### src/rtl/top_n_sorted_insert_assert.svh
// assertion macros for the sorted insertion list
// used by top_n_sorted_insert; expects clk and rst_n in scope
`ifndef TOP_N_SORTED_INSERT_ASSERT_SVH
`define TOP_N_SORTED_INSERT_ASSERT_SVH

// condition holds in the same cycle as the trigger
`define TNSI_ASSERT_NOW(lbl, pre, post) \
  lbl: assert property (@(posedge clk) disable iff (!rst_n) (pre) |-> (post)) \
    else $error("top_n_sorted_insert: same cycle check failed");

// condition holds in the cycle after the trigger
`define TNSI_ASSERT_NEXT(lbl, pre, post) \
  lbl: assert property (@(posedge clk) disable iff (!rst_n) (pre) |=> (post)) \
    else $error("top_n_sorted_insert: next cycle check failed");

`endif

### src/rtl/tnsi_pkg.sv
// shared types and constants of the sorted insertion list
// no dependencies
package tnsi_pkg;

  // default sizes of the list and of its entries
  localparam int MAX_ENTRIES_DEF = 16;
  localparam int KEY_WIDTH_DEF   = 32;
  localparam int TAG_WIDTH_DEF   = 16;

  // fixed field widths
  localparam int OP_W       = 2;
  localparam int OCC_W      = 5;
  localparam int RIDX_W     = 4;
  localparam int CFG_ADDR_W = 4;
  localparam int CFG_DATA_W = 5;

  // register reset values
  localparam logic             ORDER_DESC_RESET = 1'b1;
  localparam logic [OCC_W-1:0] CAPACITY_RESET   = 5'd16;

  // request operation codes
  typedef enum logic [OP_W-1:0] {
    OP_INSERT = 2'd0,
    OP_CLEAR  = 2'd1,
    OP_READ   = 2'd2
  } op_t;

  // configuration register indexes
  typedef enum logic [CFG_ADDR_W-1:0] {
    REG_ORDER_DESC = 4'd0,
    REG_CAPACITY   = 4'd1
  } cfg_reg_t;

  // control handed to every cell of the chain
  typedef struct packed {
    logic ins;       // insert request accepted this cycle
    logic desc;      // descending order
    logic active;    // cell holds a live entry
    logic prev_hit;  // an earlier cell was beaten, take neighbor entry
    logic append;    // cell is the append slot for an unbeaten insert
  } cell_ctrl_t;

endpackage

### src/rtl/tnsi_in_if.sv
// request channel of the sorted insertion list
// depends on tnsi_pkg
interface tnsi_in_if
  import tnsi_pkg::*;
#(
  parameter int KEY_WIDTH = KEY_WIDTH_DEF,
  parameter int TAG_WIDTH = TAG_WIDTH_DEF
) ();
  logic                 valid;
  logic                 ready;
  logic [OP_W-1:0]      operation;
  logic [KEY_WIDTH-1:0] new_key;
  logic [TAG_WIDTH-1:0] new_tag;
  logic [RIDX_W-1:0]    read_index;

  modport source (output valid, operation, new_key, new_tag, read_index, input ready);
  modport sink   (input valid, operation, new_key, new_tag, read_index, output ready);
endinterface

### src/rtl/tnsi_out_if.sv
// result channel of the sorted insertion list
// depends on tnsi_pkg
interface tnsi_out_if
  import tnsi_pkg::*;
#(
  parameter int KEY_WIDTH = KEY_WIDTH_DEF,
  parameter int TAG_WIDTH = TAG_WIDTH_DEF
) ();
  logic                 valid;
  logic                 ready;
  logic                 accepted;
  logic                 evicted;
  logic [KEY_WIDTH-1:0] evicted_key;
  logic [TAG_WIDTH-1:0] evicted_tag;
  logic [OCC_W-1:0]     occupancy;
  logic [KEY_WIDTH-1:0] read_key;
  logic [TAG_WIDTH-1:0] read_tag;
  logic                 read_valid;

  modport source (output valid, accepted, evicted, evicted_key, evicted_tag, occupancy,
                  read_key, read_tag, read_valid, input ready);
  modport sink   (input valid, accepted, evicted, evicted_key, evicted_tag, occupancy,
                  read_key, read_tag, read_valid, output ready);
endinterface

### src/rtl/tnsi_cfg_if.sv
// configuration write channel of the sorted insertion list
// depends on tnsi_pkg
interface tnsi_cfg_if
  import tnsi_pkg::*;
();
  logic                  valid;
  logic                  ready;
  logic [CFG_ADDR_W-1:0] index;
  logic [CFG_DATA_W-1:0] data;

  modport source (output valid, index, data, input ready);
  modport sink   (input valid, index, data, output ready);
endinterface

### src/rtl/top_n_sorted_insert.sv
// top level of the sorted insertion list: chain of cells, count, result register
// depends on tnsi_pkg, tnsi_in_if, tnsi_out_if, tnsi_cfg_if, tnsi_cell and the assert header
//
// Usage: requests arrive on in_ch (insert, clear, read). Each accepted request
// gives exactly one result on out_ch, registered, in the cycle after acceptance.
// An insert is compared against every held entry at once in the cell chain;
// the first beaten cell takes the new entry and all cells after it take their
// upper neighbor's entry in the same cycle, so one request is taken per cycle while out_ch takes results.
// The throughput of one request per cycle is set by the combinational compare
// and the shift of all cells together, plus the single output register.
// cfg_ch is always ready; the user writes order and capacity between requests, unchecked.
// Reset empties the list (count to zero), selects descending order and sets
// capacity to 16. Entry storage is not cleared; it is only read below the count.
// When out_ch stalls, the finished result waits in the output register and
// in_ch takes one more request only once that result has been taken or is
// being taken in the same cycle.
`include "top_n_sorted_insert_assert.svh"
module top_n_sorted_insert
  import tnsi_pkg::*;
#(
  parameter int MAX_ENTRIES = MAX_ENTRIES_DEF,
  parameter int KEY_WIDTH   = KEY_WIDTH_DEF,
  parameter int TAG_WIDTH   = TAG_WIDTH_DEF
) (
  input logic clk,
  input logic rst_n,
  tnsi_in_if.sink    in_ch,
  tnsi_out_if.source out_ch,
  tnsi_cfg_if.sink   cfg_ch
);

  // configuration registers
  logic             desc_r;
  logic [OCC_W-1:0] cap_r;
  logic [OCC_W-1:0] cap_eff;

  // list state
  logic [OCC_W-1:0] count_r;
  logic [OCC_W-1:0] count_nxt;

  // chain wiring
  logic                 hit   [MAX_ENTRIES];
  logic                 any_hit [MAX_ENTRIES+1];
  logic [KEY_WIDTH-1:0] cell_key [MAX_ENTRIES];
  logic [TAG_WIDTH-1:0] cell_tag [MAX_ENTRIES];
  cell_ctrl_t           cell_ctrl [MAX_ENTRIES];

  // request decode
  logic in_fire;
  logic op_ins;
  logic op_clr;
  logic op_rd;
  logic full;
  logic beaten;
  logic append_ok;

  // result values for the current request
  logic                 res_accepted;
  logic                 res_evicted;
  logic [KEY_WIDTH-1:0] res_ev_key;
  logic [TAG_WIDTH-1:0] res_ev_tag;
  logic [KEY_WIDTH-1:0] res_rd_key;
  logic [TAG_WIDTH-1:0] res_rd_tag;
  logic                 res_rd_valid;

  // output register
  logic                 out_valid_r;
  logic                 accepted_r;
  logic                 evicted_r;
  logic [KEY_WIDTH-1:0] ev_key_r;
  logic [TAG_WIDTH-1:0] ev_tag_r;
  logic [OCC_W-1:0]     occ_r;
  logic [KEY_WIDTH-1:0] rd_key_r;
  logic [TAG_WIDTH-1:0] rd_tag_r;
  logic                 rd_valid_r;

  // configuration writes, always taken
  assign cfg_ch.ready = 1'b1;

  always_ff @(posedge clk) begin
    if (!rst_n) begin
      desc_r <= ORDER_DESC_RESET;
      cap_r  <= CAPACITY_RESET;
    end else if (cfg_ch.valid) begin
      case (cfg_ch.index)
        REG_ORDER_DESC: desc_r <= cfg_ch.data[0];
        REG_CAPACITY:   cap_r  <= cfg_ch.data[OCC_W-1:0];
        default: ;
      endcase
    end
  end

  // capacity clamped to one and to the list size
  always_comb begin
    if (cap_r == '0) begin
      cap_eff = OCC_W'(1);
    end else if (int'(cap_r) > MAX_ENTRIES) begin
      cap_eff = OCC_W'(MAX_ENTRIES);
    end else begin
      cap_eff = cap_r;
    end
  end

  // request handshake and decode
  assign in_ch.ready = !out_valid_r || out_ch.ready;
  assign in_fire     = in_ch.valid && in_ch.ready;
  assign op_ins      = (in_ch.operation == OP_INSERT);
  assign op_clr      = (in_ch.operation == OP_CLEAR);
  assign op_rd       = (in_ch.operation == OP_READ);

  // running or of beaten cells along the chain
  assign any_hit[0] = 1'b0;
  for (genvar i = 0; i < MAX_ENTRIES; i++) begin : g_any
    assign any_hit[i+1] = any_hit[i] || hit[i];
  end

  assign beaten    = any_hit[MAX_ENTRIES];
  assign full      = (count_r >= cap_eff);
  assign append_ok = !beaten && !full;

  // cell chain
  for (genvar i = 0; i < MAX_ENTRIES; i++) begin : g_cell
    logic [KEY_WIDTH-1:0] nbr_key;
    logic [TAG_WIDTH-1:0] nbr_tag;

    if (i == 0) begin : g_head
      assign nbr_key = in_ch.new_key;
      assign nbr_tag = in_ch.new_tag;
    end else begin : g_body
      assign nbr_key = cell_key[i-1];
      assign nbr_tag = cell_tag[i-1];
    end

    assign cell_ctrl[i].ins      = in_fire && op_ins;
    assign cell_ctrl[i].desc     = desc_r;
    assign cell_ctrl[i].active   = (i < int'(count_r));
    assign cell_ctrl[i].prev_hit = any_hit[i];
    assign cell_ctrl[i].append   = append_ok && (int'(count_r) == i);

    tnsi_cell #(
      .KEY_WIDTH (KEY_WIDTH),
      .TAG_WIDTH (TAG_WIDTH)
    ) u_cell (
      .clk     (clk),
      .ctrl    (cell_ctrl[i]),
      .new_key (in_ch.new_key),
      .new_tag (in_ch.new_tag),
      .nbr_key (nbr_key),
      .nbr_tag (nbr_tag),
      .hit     (hit[i]),
      .key_r   (cell_key[i]),
      .tag_r   (cell_tag[i])
    );
  end

  // next count for the current request
  always_comb begin
    count_nxt = count_r;
    if (op_clr) begin
      count_nxt = '0;
    end else if (op_ins && (append_ok || (beaten && !full))) begin
      count_nxt = count_r + OCC_W'(1);
    end
  end

  always_ff @(posedge clk) begin
    if (!rst_n) begin
      count_r <= '0;
    end else if (in_fire) begin
      count_r <= count_nxt;
    end
  end

  // insert outcome
  assign res_accepted = op_ins && (beaten || !full);
  assign res_evicted  = op_ins && beaten && full;

  // pick the last held entry and the read entry
  always_comb begin
    res_ev_key = '0;
    res_ev_tag = '0;
    res_rd_key = '0;
    res_rd_tag = '0;
    for (int i = 0; i < MAX_ENTRIES; i++) begin
      if (res_evicted && (int'(count_r) == i + 1)) begin
        res_ev_key = cell_key[i];
        res_ev_tag = cell_tag[i];
      end
      if (res_rd_valid && (int'(in_ch.read_index) == i)) begin
        res_rd_key = cell_key[i];
        res_rd_tag = cell_tag[i];
      end
    end
  end

  assign res_rd_valid = op_rd && (int'(in_ch.read_index) < int'(count_r));

  // result register
  always_ff @(posedge clk) begin
    if (!rst_n) begin
      out_valid_r <= 1'b0;
    end else if (in_fire) begin
      out_valid_r <= 1'b1;
    end else if (out_ch.ready) begin
      out_valid_r <= 1'b0;
    end
  end

  always_ff @(posedge clk) begin
    if (in_fire) begin
      accepted_r <= res_accepted;
      evicted_r  <= res_evicted;
      ev_key_r   <= res_ev_key;
      ev_tag_r   <= res_ev_tag;
      occ_r      <= count_nxt;
      rd_key_r   <= res_rd_key;
      rd_tag_r   <= res_rd_tag;
      rd_valid_r <= res_rd_valid;
    end
  end

  assign out_ch.valid       = out_valid_r;
  assign out_ch.accepted    = accepted_r;
  assign out_ch.evicted     = evicted_r;
  assign out_ch.evicted_key = ev_key_r;
  assign out_ch.evicted_tag = ev_tag_r;
  assign out_ch.occupancy   = occ_r;
  assign out_ch.read_key    = rd_key_r;
  assign out_ch.read_tag    = rd_tag_r;
  assign out_ch.read_valid  = rd_valid_r;

  // checks
  `TNSI_ASSERT_NOW(a_count_bound, 1'b1, int'(count_r) <= MAX_ENTRIES)
  `TNSI_ASSERT_NOW(a_evict_accepts, out_valid_r && evicted_r, accepted_r)
  `TNSI_ASSERT_NEXT(a_clear_empties, in_fire && op_clr, count_r == '0)
  `TNSI_ASSERT_NEXT(a_result_follows, in_fire, out_valid_r && (occ_r == count_r))

endmodule

### src/rtl/tnsi_cell.sv
// one cell of the sorted list: holds an entry, compares it, shifts it on
// depends on tnsi_pkg
module tnsi_cell
  import tnsi_pkg::*;
#(
  parameter int KEY_WIDTH = KEY_WIDTH_DEF,
  parameter int TAG_WIDTH = TAG_WIDTH_DEF
) (
  input  logic                 clk,
  input  cell_ctrl_t           ctrl,
  input  logic [KEY_WIDTH-1:0] new_key,
  input  logic [TAG_WIDTH-1:0] new_tag,
  input  logic [KEY_WIDTH-1:0] nbr_key,
  input  logic [TAG_WIDTH-1:0] nbr_tag,
  output logic                 hit,
  output logic [KEY_WIDTH-1:0] key_r,
  output logic [TAG_WIDTH-1:0] tag_r
);

  logic [KEY_WIDTH-1:0] key_nxt;
  logic [TAG_WIDTH-1:0] tag_nxt;
  logic                 beats;

  // new key strictly beats the held one in the current order
  assign beats = ctrl.desc ? (new_key > key_r) : (new_key < key_r);
  assign hit   = ctrl.active && beats;

  // shift from neighbor, take the new entry, or hold
  always_comb begin
    key_nxt = key_r;
    tag_nxt = tag_r;
    if (ctrl.ins) begin
      if (ctrl.prev_hit) begin
        key_nxt = nbr_key;
        tag_nxt = nbr_tag;
      end else if (hit || ctrl.append) begin
        key_nxt = new_key;
        tag_nxt = new_tag;
      end
    end
  end

  always_ff @(posedge clk) begin
    key_r <= key_nxt;
    tag_r <= tag_nxt;
  end

endmodule
### src/flat_wrapper.sv
// flat-port wrapper written by rule: the top's interface ports become plain ports
module top_n_sorted_insert_flat import tnsi_pkg::*;
#(
  parameter int MAX_ENTRIES = MAX_ENTRIES_DEF,
  parameter int KEY_WIDTH   = KEY_WIDTH_DEF,
  parameter int TAG_WIDTH   = TAG_WIDTH_DEF
)
  (clk, rst_n, in_ch_valid, in_ch_operation, in_ch_new_key, in_ch_new_tag, in_ch_read_index, in_ch_ready, out_ch_valid, out_ch_accepted, out_ch_evicted, out_ch_evicted_key, out_ch_evicted_tag, out_ch_occupancy, out_ch_read_key, out_ch_read_tag, out_ch_read_valid, out_ch_ready, cfg_ch_valid, cfg_ch_index, cfg_ch_data, cfg_ch_ready);
  tnsi_in_if #(.KEY_WIDTH(KEY_WIDTH), .TAG_WIDTH(TAG_WIDTH)) in_ch_i ();
  tnsi_out_if #(.KEY_WIDTH(KEY_WIDTH), .TAG_WIDTH(TAG_WIDTH)) out_ch_i ();
  tnsi_cfg_if cfg_ch_i ();
  input logic clk;
  input logic rst_n;
  input wire logic [$bits(in_ch_i.valid)-1:0] in_ch_valid;
  input wire logic [$bits(in_ch_i.operation)-1:0] in_ch_operation;
  input wire logic [$bits(in_ch_i.new_key)-1:0] in_ch_new_key;
  input wire logic [$bits(in_ch_i.new_tag)-1:0] in_ch_new_tag;
  input wire logic [$bits(in_ch_i.read_index)-1:0] in_ch_read_index;
  output wire logic [$bits(in_ch_i.ready)-1:0] in_ch_ready;
  output wire logic [$bits(out_ch_i.valid)-1:0] out_ch_valid;
  output wire logic [$bits(out_ch_i.accepted)-1:0] out_ch_accepted;
  output wire logic [$bits(out_ch_i.evicted)-1:0] out_ch_evicted;
  output wire logic [$bits(out_ch_i.evicted_key)-1:0] out_ch_evicted_key;
  output wire logic [$bits(out_ch_i.evicted_tag)-1:0] out_ch_evicted_tag;
  output wire logic [$bits(out_ch_i.occupancy)-1:0] out_ch_occupancy;
  output wire logic [$bits(out_ch_i.read_key)-1:0] out_ch_read_key;
  output wire logic [$bits(out_ch_i.read_tag)-1:0] out_ch_read_tag;
  output wire logic [$bits(out_ch_i.read_valid)-1:0] out_ch_read_valid;
  input wire logic [$bits(out_ch_i.ready)-1:0] out_ch_ready;
  input wire logic [$bits(cfg_ch_i.valid)-1:0] cfg_ch_valid;
  input wire logic [$bits(cfg_ch_i.index)-1:0] cfg_ch_index;
  input wire logic [$bits(cfg_ch_i.data)-1:0] cfg_ch_data;
  output wire logic [$bits(cfg_ch_i.ready)-1:0] cfg_ch_ready;
  assign in_ch_i.valid = in_ch_valid;
  assign in_ch_i.operation = in_ch_operation;
  assign in_ch_i.new_key = in_ch_new_key;
  assign in_ch_i.new_tag = in_ch_new_tag;
  assign in_ch_i.read_index = in_ch_read_index;
  assign in_ch_ready = in_ch_i.ready;
  assign out_ch_valid = out_ch_i.valid;
  assign out_ch_accepted = out_ch_i.accepted;
  assign out_ch_evicted = out_ch_i.evicted;
  assign out_ch_evicted_key = out_ch_i.evicted_key;
  assign out_ch_evicted_tag = out_ch_i.evicted_tag;
  assign out_ch_occupancy = out_ch_i.occupancy;
  assign out_ch_read_key = out_ch_i.read_key;
  assign out_ch_read_tag = out_ch_i.read_tag;
  assign out_ch_read_valid = out_ch_i.read_valid;
  assign out_ch_i.ready = out_ch_ready;
  assign cfg_ch_i.valid = cfg_ch_valid;
  assign cfg_ch_i.index = cfg_ch_index;
  assign cfg_ch_i.data = cfg_ch_data;
  assign cfg_ch_ready = cfg_ch_i.ready;
  top_n_sorted_insert #(.MAX_ENTRIES(MAX_ENTRIES), .KEY_WIDTH(KEY_WIDTH), .TAG_WIDTH(TAG_WIDTH)) u_core (.clk(clk), .rst_n(rst_n), .in_ch(in_ch_i), .out_ch(out_ch_i), .cfg_ch(cfg_ch_i));
endmodule
### config.mk
export PLATFORM = sky130hd
export DESIGN_NAME = top_n_sorted_insert_flat
export DESIGN_NICKNAME = d
export VERILOG_FILES = /design/src/rtl/tnsi_pkg.sv /design/src/rtl/tnsi_in_if.sv /design/src/rtl/tnsi_out_if.sv /design/src/rtl/tnsi_cfg_if.sv /design/src/rtl/top_n_sorted_insert.sv /design/src/rtl/tnsi_cell.sv /design/src/flat_wrapper.sv
export VERILOG_INCLUDE_DIRS = /design/src /design/src/rtl
export SDC_FILE = /design/constraint.sdc
export NUM_CORES = 2
export LEC_CHECK = 0
export ABC_AREA = 1
export BUFFER_PORTS_ARGS = -buffer_cell sky130_fd_sc_hd__buf_4
export CAP_MARGIN = 10
export CORE_MARGIN = 5
export CORE_UTILIZATION = 31
export DETAILED_ROUTE_END_ITERATION = 8
export PLACE_DENSITY_LB_ADDON = 0.3
export SYNTH_ARGS = -nofsm -noshare
export SYNTH_HDL_FRONTEND = slang
export SYNTH_SLANG_ARGS = --single-unit
### constraint.sdc
create_clock -name clk -period 15 [get_ports clk]
set_clock_uncertainty 0.05 [all_clocks]
set_input_delay 0.75 -clock clk [delete_from_list [all_inputs] [get_ports clk]]
set_output_delay 0.75 -clock clk [all_outputs]
set_load 0.05 [all_outputs]
# Word-level counts from Yosys, hierarchy flattened
# Cells that the tools add are included.
# totals
register_bits	884
input_bits	68
out_inout_bits	107
word_cells	425
# op_classes
n_reduce_logical	149
n_eq_ne	34
magnitude_cmp	51
muxes	146
addsub	1
# op_table
cell	n
32-bit 2-to-1 mux	62
16-bit 2-to-1 mux	62
32-bit greater-than comparator	16
32-bit less-than comparator	16
1-bit logical AND	73
5-bit equality test, second input constant	9
4-bit by 5-bit less-than comparator with 1-bit output, first input constant	8
2-bit AND reduction	18
1-bit logical OR	34
4-bit equality test, second input constant	8
2-bit nonzero test	16
5-bit by 4-bit equality test with 1-bit output, second input constant	4
3-bit by 5-bit less-than comparator with 1-bit output, first input constant	4
5-bit 2-to-1 mux	4
1-bit 2-to-1 mux	18
4-bit by 3-bit equality test with 1-bit output, second input constant	4
5-bit by 3-bit equality test with 1-bit output, second input constant	2
5-bit logical NOT	2
1-bit by 5-bit less-than comparator with 1-bit output, first input constant	2
2-bit by 5-bit less-than comparator with 1-bit output, first input constant	2
4-bit by 1-bit equality test with 1-bit output, second input constant	2
4-bit by 2-bit equality test with 1-bit output, second input constant	2
4-bit logical NOT	2
5-bit by 1-bit adder with 5-bit output, second input constant	1
other kinds (8)	10

# Logic depth before layout (Yosys ltp)
# logic_depth
depth_word	37
ltp_mapped	46

# By module
# Synthesis repeated with hierarchy kept, for this count alone.
# hier_totals
hier_cells	7259
hier_area_um2	63878.8
# modules_own_cells
mod	area_per_inst_um2	cells_each	n_inst
tnsi_cell (u_core.g_cell[0].u_cell ...)	2926.6	253	15
top_n_sorted_insert	17050.1	3214	1
tnsi_cell (u_core.g_cell[3].u_cell)	2930.3	250	1

# Worst setup path before layout
# OpenSTA, ideal clock, no wires.
# synth_timing
path_type	input to register
from	input port in_ch_new_key[0]
to	register u_core.g_cell[5].u_cell.key_r[0] (enable)
t_required_ns	14.467
path_stages	28
setup_ns	0.483
setup_slack_ns	7.991
t_arrival_ns	6.476
path_cell_list	inv_1 -> clkbuf_1 -> ha_1 -> inv_1 -> nand2_1 -> nand2_1 -> nand2_1 -> nand2_1 -> nand2_1 -> nand2_1 -> nand2_1 -> nand2_1 -> nand2_1 -> nand3_1 -> nand3_2 -> nand3_2 -> nor2_4 -> nand4_4 -> nor2_4 -> nand4_4 -> nor2_2 -> nand4_4 -> nor2_4 -> inv_1 -> nor2_1 -> clkbuf_1 -> nand2_1 -> a31oi_1
# synth_via
elab_chain_len	24
elab_cells_between_ends	85
cone_classes	order compare (32); mux (16); reduce/logical (37)
# synth_lines
item	line_no	source
start, declared	flat_wrapper.sv:16	input wire logic [$bits(in_ch_i.new_key)-1:0] in_ch_new_key;
32-bit less-than comparator / 32-bit greater-than comparator (equally long branches)	tnsi_cell.sv:25	assign beats = ctrl.desc ? (new_key > key_r) : (new_key < key_r);
1-bit 2-to-1 mux	tnsi_cell.sv:25	
1-bit logical AND	tnsi_cell.sv:26	assign hit = ctrl.active && beats;
1-bit logical OR (15 in a row)	top_n_sorted_insert.sv:114	assign any_hit[i+1] = any_hit[i] || hit[i];
1-bit logical NOT	top_n_sorted_insert.sv:119	assign append_ok = !beaten && !full;
1-bit logical AND	top_n_sorted_insert.sv:119	
1-bit logical AND	top_n_sorted_insert.sv:138	assign cell_ctrl[i].append = append_ok && (int'(count_r) == i);
1-bit logical OR	tnsi_cell.sv:36	end else if (hit || ctrl.append) begin
2-bit nonzero test (no line) (*)	n/a	
2-bit AND reduction (no line) (*)	n/a	
end signal, assigned	tnsi_cell.sv:44	key_r <= key_nxt;
end, declared	tnsi_cell.sv:16	output logic [KEY_WIDTH-1:0] key_r,
# Mark *: on every way between the ends. The rest lies on a longest branch, timed or not.
# A chain may end at the register's enable or synchronous reset.

# Worst setup path after layout
# layout_timing
from	register u_core.count_r[3]
to	register u_core.ev_key_r[10] (netlist: u_core.out_ch.evicted_key[10]), data pin
# layout_via
elab_chain_len	36
elab_cells_between_ends	98
cone_classes	order compare (17); eq/ne (16); mux (16); reduce/logical (49)
# layout_lines
item	line_no	source
start, declared	top_n_sorted_insert.sv:38	logic [OCC_W-1:0] count_r;
start signal, assigned	top_n_sorted_insert.sv:170	count_r <= count_nxt;
1-bit by 5-bit less-than comparator with 1-bit output	top_n_sorted_insert.sv:136	assign cell_ctrl[i].active = (i < int'(count_r));
1-bit logical AND	tnsi_cell.sv:26	
1-bit logical OR (15 in a row)	top_n_sorted_insert.sv:114	
1-bit logical AND (2 in a row)	top_n_sorted_insert.sv:176	assign res_evicted = op_ins && beaten && full;
1-bit logical AND	top_n_sorted_insert.sv:185	if (res_evicted && (int'(count_r) == i + 1)) begin
32-bit 2-to-1 mux (15 in a row)	top_n_sorted_insert.sv:185	
32-bit 2-to-1 mux (*)	top_n_sorted_insert.sv:185	
net u_core.res_ev_key[10]	top_n_sorted_insert.sv:60	logic [KEY_WIDTH-1:0] res_ev_key;
end signal, assigned	top_n_sorted_insert.sv:213	ev_key_r <= res_ev_key;
end, declared	top_n_sorted_insert.sv:70	logic [KEY_WIDTH-1:0] ev_key_r;
# The timed path passes the listed nets; every way through them passes the cells marked *.

==> Implementation_results.wiki <==
{| class="wikitable"
! Metric !! Value
|-
| Status || completed
|-
| Via count of the first global-routing pass || approximately 50,000
|-
| Classification of the worst-slack hold path || input pin to flip-flop
|-
| Num Clock Sinks || a little under 900
|-
| Post-synth top area share || 43.5%
|-
| XOR/XNOR Fraction of Synth Area || 0%
|-
| Setup repair after global routing missed its margin || false
|-
| Starting density of the core || a little under a third
|-
| Synthesized-area fraction occupied by and/or/nand/nor cells || ~20%
|-
| Number of antenna violations at the first check in global routing || 18
|-
| Slew Limit Headroom || between 7 and 8%
|-
| Routed wirelength normalized by instance count || ~22 µm
|-
| Combined area of all synthesized cells || about 60,000 µm²
|-
| Slew at the pin with the worst max-slew slack || between 1 and 1.5 ns
|-
| Tightest hold margin || around 0.15 ns
|-
| Die extent in y || about 450 µm
|-
| Library cell contributing the largest single delay on the critical path || sky130_fd_sc_hd__buf_4
|-
| Count of instances resized after the clock tree is built || 0
|-
| Instance area at placement || about 64,000 µm²
|-
| Die Footprint || 203,000 µm²
|-
| Most common cell in the netlist || sky130_fd_sc_hd__nand2_1
|-
| PD cells || 101 nW/µm²
|-
| Yosys reg bits || just under 900
|-
| GP Congestion || between 0.9 and 1
|-
| Number of max-capacitance violations reported || 0
|-
| Power Internal || around 4.7 mW
|-
| Number of instances in the synthesized netlist || 7,492
|-
| CP top delay family || simple AND/OR/NAND/NOR gates
|-
| Number of max-slew violations in the final report || 0
|-
| Chip Width || roughly 450 µm
|-
| Critical Path RT || between 15 and 20 ns
|-
| Portion of total power attributed to sequential cells || between 40 and 50%
|-
| Most used flip-flop cell after synthesis || sky130_fd_sc_hd__edfxtp_1
|-
| Synth Warn # || 0
|-
| Maximum cell stage delay along the critical path || approximately 0.57 ns
|-
| Maximum number of pins on one net before global-route repair || 100
|-
| Number of buffers and inverters on the critical path || 7
|-
| Aggregate global routing overflow || 0
|-
| Global-route usage over all layers || between 20% and 30%
|-
| Number of setup violations in the final report || 0
|-
| Clock tree from TritonCTS || built
|-
| Wirelength, routed || 218 mm
|-
| First-pass GRT wire length || between 300 and 400 mm
|-
| Final routed DRC violation total || 0
|-
| Net switching share of the total power || ~31%
|-
| Final Cell Area || 67,200 µm²
|-
| Final Instance Count excl. Fillers || 10,087
|-
| Main area contributors after synthesis || sky130_fd_sc_hd__edfxtp_1 44%, sky130_fd_sc_hd__nand2_1 13%, sky130_fd_sc_hd__ha_1 11%, sky130_fd_sc_hd__o21ai_0 7.2%, sky130_fd_sc_hd__inv_1 5.1%
|-
| Largest fanout on the critical path || between 90 and 100
|-
| Compound-Gate Fraction of Synth Area || around 17%
|-
| Critical path data arrival time || between 8 and 9 ns
|-
| Comb power frac || between 10% and 20%
|-
| Most repeated library cell on the critical path || sky130_fd_sc_hd__nand2_1
|-
| Layout Utilization || about a third
|-
| FFs w/ async S/R, synth || 0%
|-
| Critical path type || flip-flop to flip-flop
|-
| Total Neg Setup Slack || 0 ns
|-
| H-tree depth reported by CTS || 3
|-
| Final critical path time including I/O delays and setup || around 8.5 ns
|-
| Core ar. || 193,000 µm²
|-
| Proportion of layout cells with a drive suffix above 1 || under 10%
|-
| FMAX || about 120 MHz
|-
| Via-per-instance ratio || roughly 5.3
|-
| Buffers added on ports || around 170
|-
| Vias || between 50,000 and 60,000
|-
| Seq/Total Area, Yosys || a little over two fifths
|-
| CTS Hold Bufs || 0
|-
| Worst-path clk slew || around 0.06 ns
|-
| Site row count || between 150 and 200
|-
| Sw Pwr || 2.13 mW
|-
| Post-CTS setup repair buffer count || 0
|-
| Insertion delay of the later-clocked pin in the worst-skew pair || between 0.7 and 0.8 ns
|-
| Synthesized-area fraction occupied by adder cells || around 11%
|-
| Fillcell total || 19,803
|-
| Mux cell area share after synthesis || less than 1%
|-
| Synthesis-to-finish area growth || 11.6%
|-
| Crit start category || flip-flop
|-
| Cell at the root of the clock tree || sky130_fd_sc_hd__clkbuf_16
|-
| Number of distinct library cells after synthesis || 59
|-
| Part of the cycle the worst path needs || 56.8%
|-
| Top-level I/O count || between 150 and 200
|-
| Inst Count DP || 9,892
|-
| Detailed placer's ending HPWL || about 160 mm
|-
| Number of enable flip-flop cells after synthesis || between 800 and 900
|-
| Clock network fraction of design power || 36.4%
|-
| Cell leakage power || 28.6 nW
|-
| Most instantiated cells after synthesis || 2,140 x sky130_fd_sc_hd__nand2_1, 872 x sky130_fd_sc_hd__edfxtp_1, 869 x sky130_fd_sc_hd__o21ai_0, 819 x sky130_fd_sc_hd__inv_1, 614 x sky130_fd_sc_hd__a21oi_1
|-
| Clk buf depth || 3
|-
| Post-layout nets || between 8,000 and 9,000
|-
| Number of DRC markers in iteration 0 || 6,061
|-
| Residual antenna-violating net count after detailed routing || 0
|-
| Cell taking the most area after synthesis || sky130_fd_sc_hd__edfxtp_1
|-
| Number of hold violations in the final report || 0
|-
| Synthesized net count || between 8,000 and 9,000
|-
| Combinational family with the most area after synthesis || simple AND/OR/NAND/NOR gates
|-
| Clock buffer count from CTS || between 100 and 150
|-
| Number of optimization iterations in the first detailed-route pass || 8
|-
| Kind of capture point of the worst setup path || flip-flop
|-
| Largest voltage drop on the vdd net || between 0.00009 and 0.0001 V
|-
| Mean cell area of the mapped netlist || about 8.0 µm²
|}
flip-flops by register name, indices dropped and copies added (netlist names), 16 cells and up:
name	flops
u_core.g_cell.u_cell.key_r	512
u_core.g_cell.u_cell.tag_r	256
u_core.out_ch.evicted_key	32
u_core.out_ch.read_key	32
u_core.out_ch.evicted_tag	16
u_core.out_ch.read_tag	16
cells by family after synthesis:
| group | count (synthesis) |
|---|---|
| mux | 2 |
| other cells | 1 |
| flops | 884 |
| buf+inv | 1236 |
| compound gates | 1826 |
| simple gates | 3018 |
| fa+ha+maj | 525 |
cell type report:
| class | count | area [µm²] | share of cell area, % |
|---|---|---|---|
| diodes | 5 | 12.5 | 0.0186 |
| well taps | 2526 | 3160 | 4.71 |
| clock inverters | 56 | 497 | 0.740 |
| repair buffers | 275 | 2050 | 3.06 |
| clock buffers | 132 | 2730 | 4.06 |
| flip-flops and latches | 884 | 26400 | 39.4 |
| multi-input cells | 5372 | 29100 | 43.4 |
| inverters | 837 | 3150 | 4.69 |
worst paths after layout:
| check | from | end | slack [ns] | depth (start not counted) |
|---|---|---|---|---|
| hold reg to reg | u_core.cap_r[1] | u_core.cap_r[1] | 0.43 | 2 |
| hold / removal | in_ch_new_tag[2] | u_core.g_cell[0].u_cell.tag_r[2] | 0.15 | 1 |
| setup / recovery | u_core.count_r[3] | u_core.out_ch.evicted_key[10] | 6.48 | 33 |
| setup reg to reg | u_core.count_r[3] | u_core.out_ch.evicted_key[10] | 6.48 | 33 |
per-layer routing:
layer	up-vias	routed length, µm	part of all wire, %	global-route usage (%)
li1	25662	-	-	-
met1	25234	101000	46	30.8
met2	2404	91900	42	30.8
met3	292	18700	8.5	3.16
met4	24	6320	2.9	6.43
met5	-	132	0.060	0
power groups by stage:
stage	sequential [mW]	clock [mW]	combinational [mW]
5_1_grt	3.05	2.63	1.45
4_1_cts	3.04	2.53	1.28
3_5_place_dp	3.09	0	1.27
6_report	3.04	2.48	1.28
2_1_floorplan	3.14	0	0.812
3_3_place_gp	3.09	0	1.24
cell usage in the layout, fill, tap and decap left out, drive strengths merged, types with 3 or more instances in the layout:
| cell | n |
|---|---|
| a2111oi | 41 |
| a31oi | 9 |
| a21oi | 614 |
| bufinv | 4 |
| clkinvlp | 6 |
| o21a | 16 |
| clkinv | 53 |
| o21ai | 903 |
| and3 | 3 |
| dfxtp | 12 |
| nor3 | 61 |
| diode | 5 |
| o2111ai | 76 |
| o211ai | 28 |
| nand4 | 116 |
| a21o | 4 |
| nor4 | 22 |
| nand3 | 230 |
| edfxtp | 872 |
| a211oi | 22 |
| o31ai | 5 |
| a221oi | 13 |
| nand2 | 2145 |
| nor2 | 432 |
| or2 | 6 |
| o21bai | 7 |
| o22ai | 51 |
| ha | 525 |
| clkbuf | 134 |
| inv | 830 |
| o221ai | 28 |
| buf | 273 |
stage by stage:
step | setup WS [ns] | power (mW)
final | 6.48 | 6.81
after global routing | 5.78 | 7.13
after CTS | 6.58 | 6.85
after detailed placement | 6.00 | 4.36
after global placement | 5.99 | 4.33
after floorplan | 7.99 | 3.95
worst register-to-register path: cells and delay by family (launching register included):
| kind | cells | cell delay [ns] |
|---|---|---|
| flip-flops | 1 | 0.42 |
| buffers and inverters | 7 | 2.90 |
| AND/OR/NAND/NOR | 24 | 4.51 |
| AO/OA/AOI/OAI | 2 | 0.41 |
Note: power is estimated with default switching activity, not from simulation.
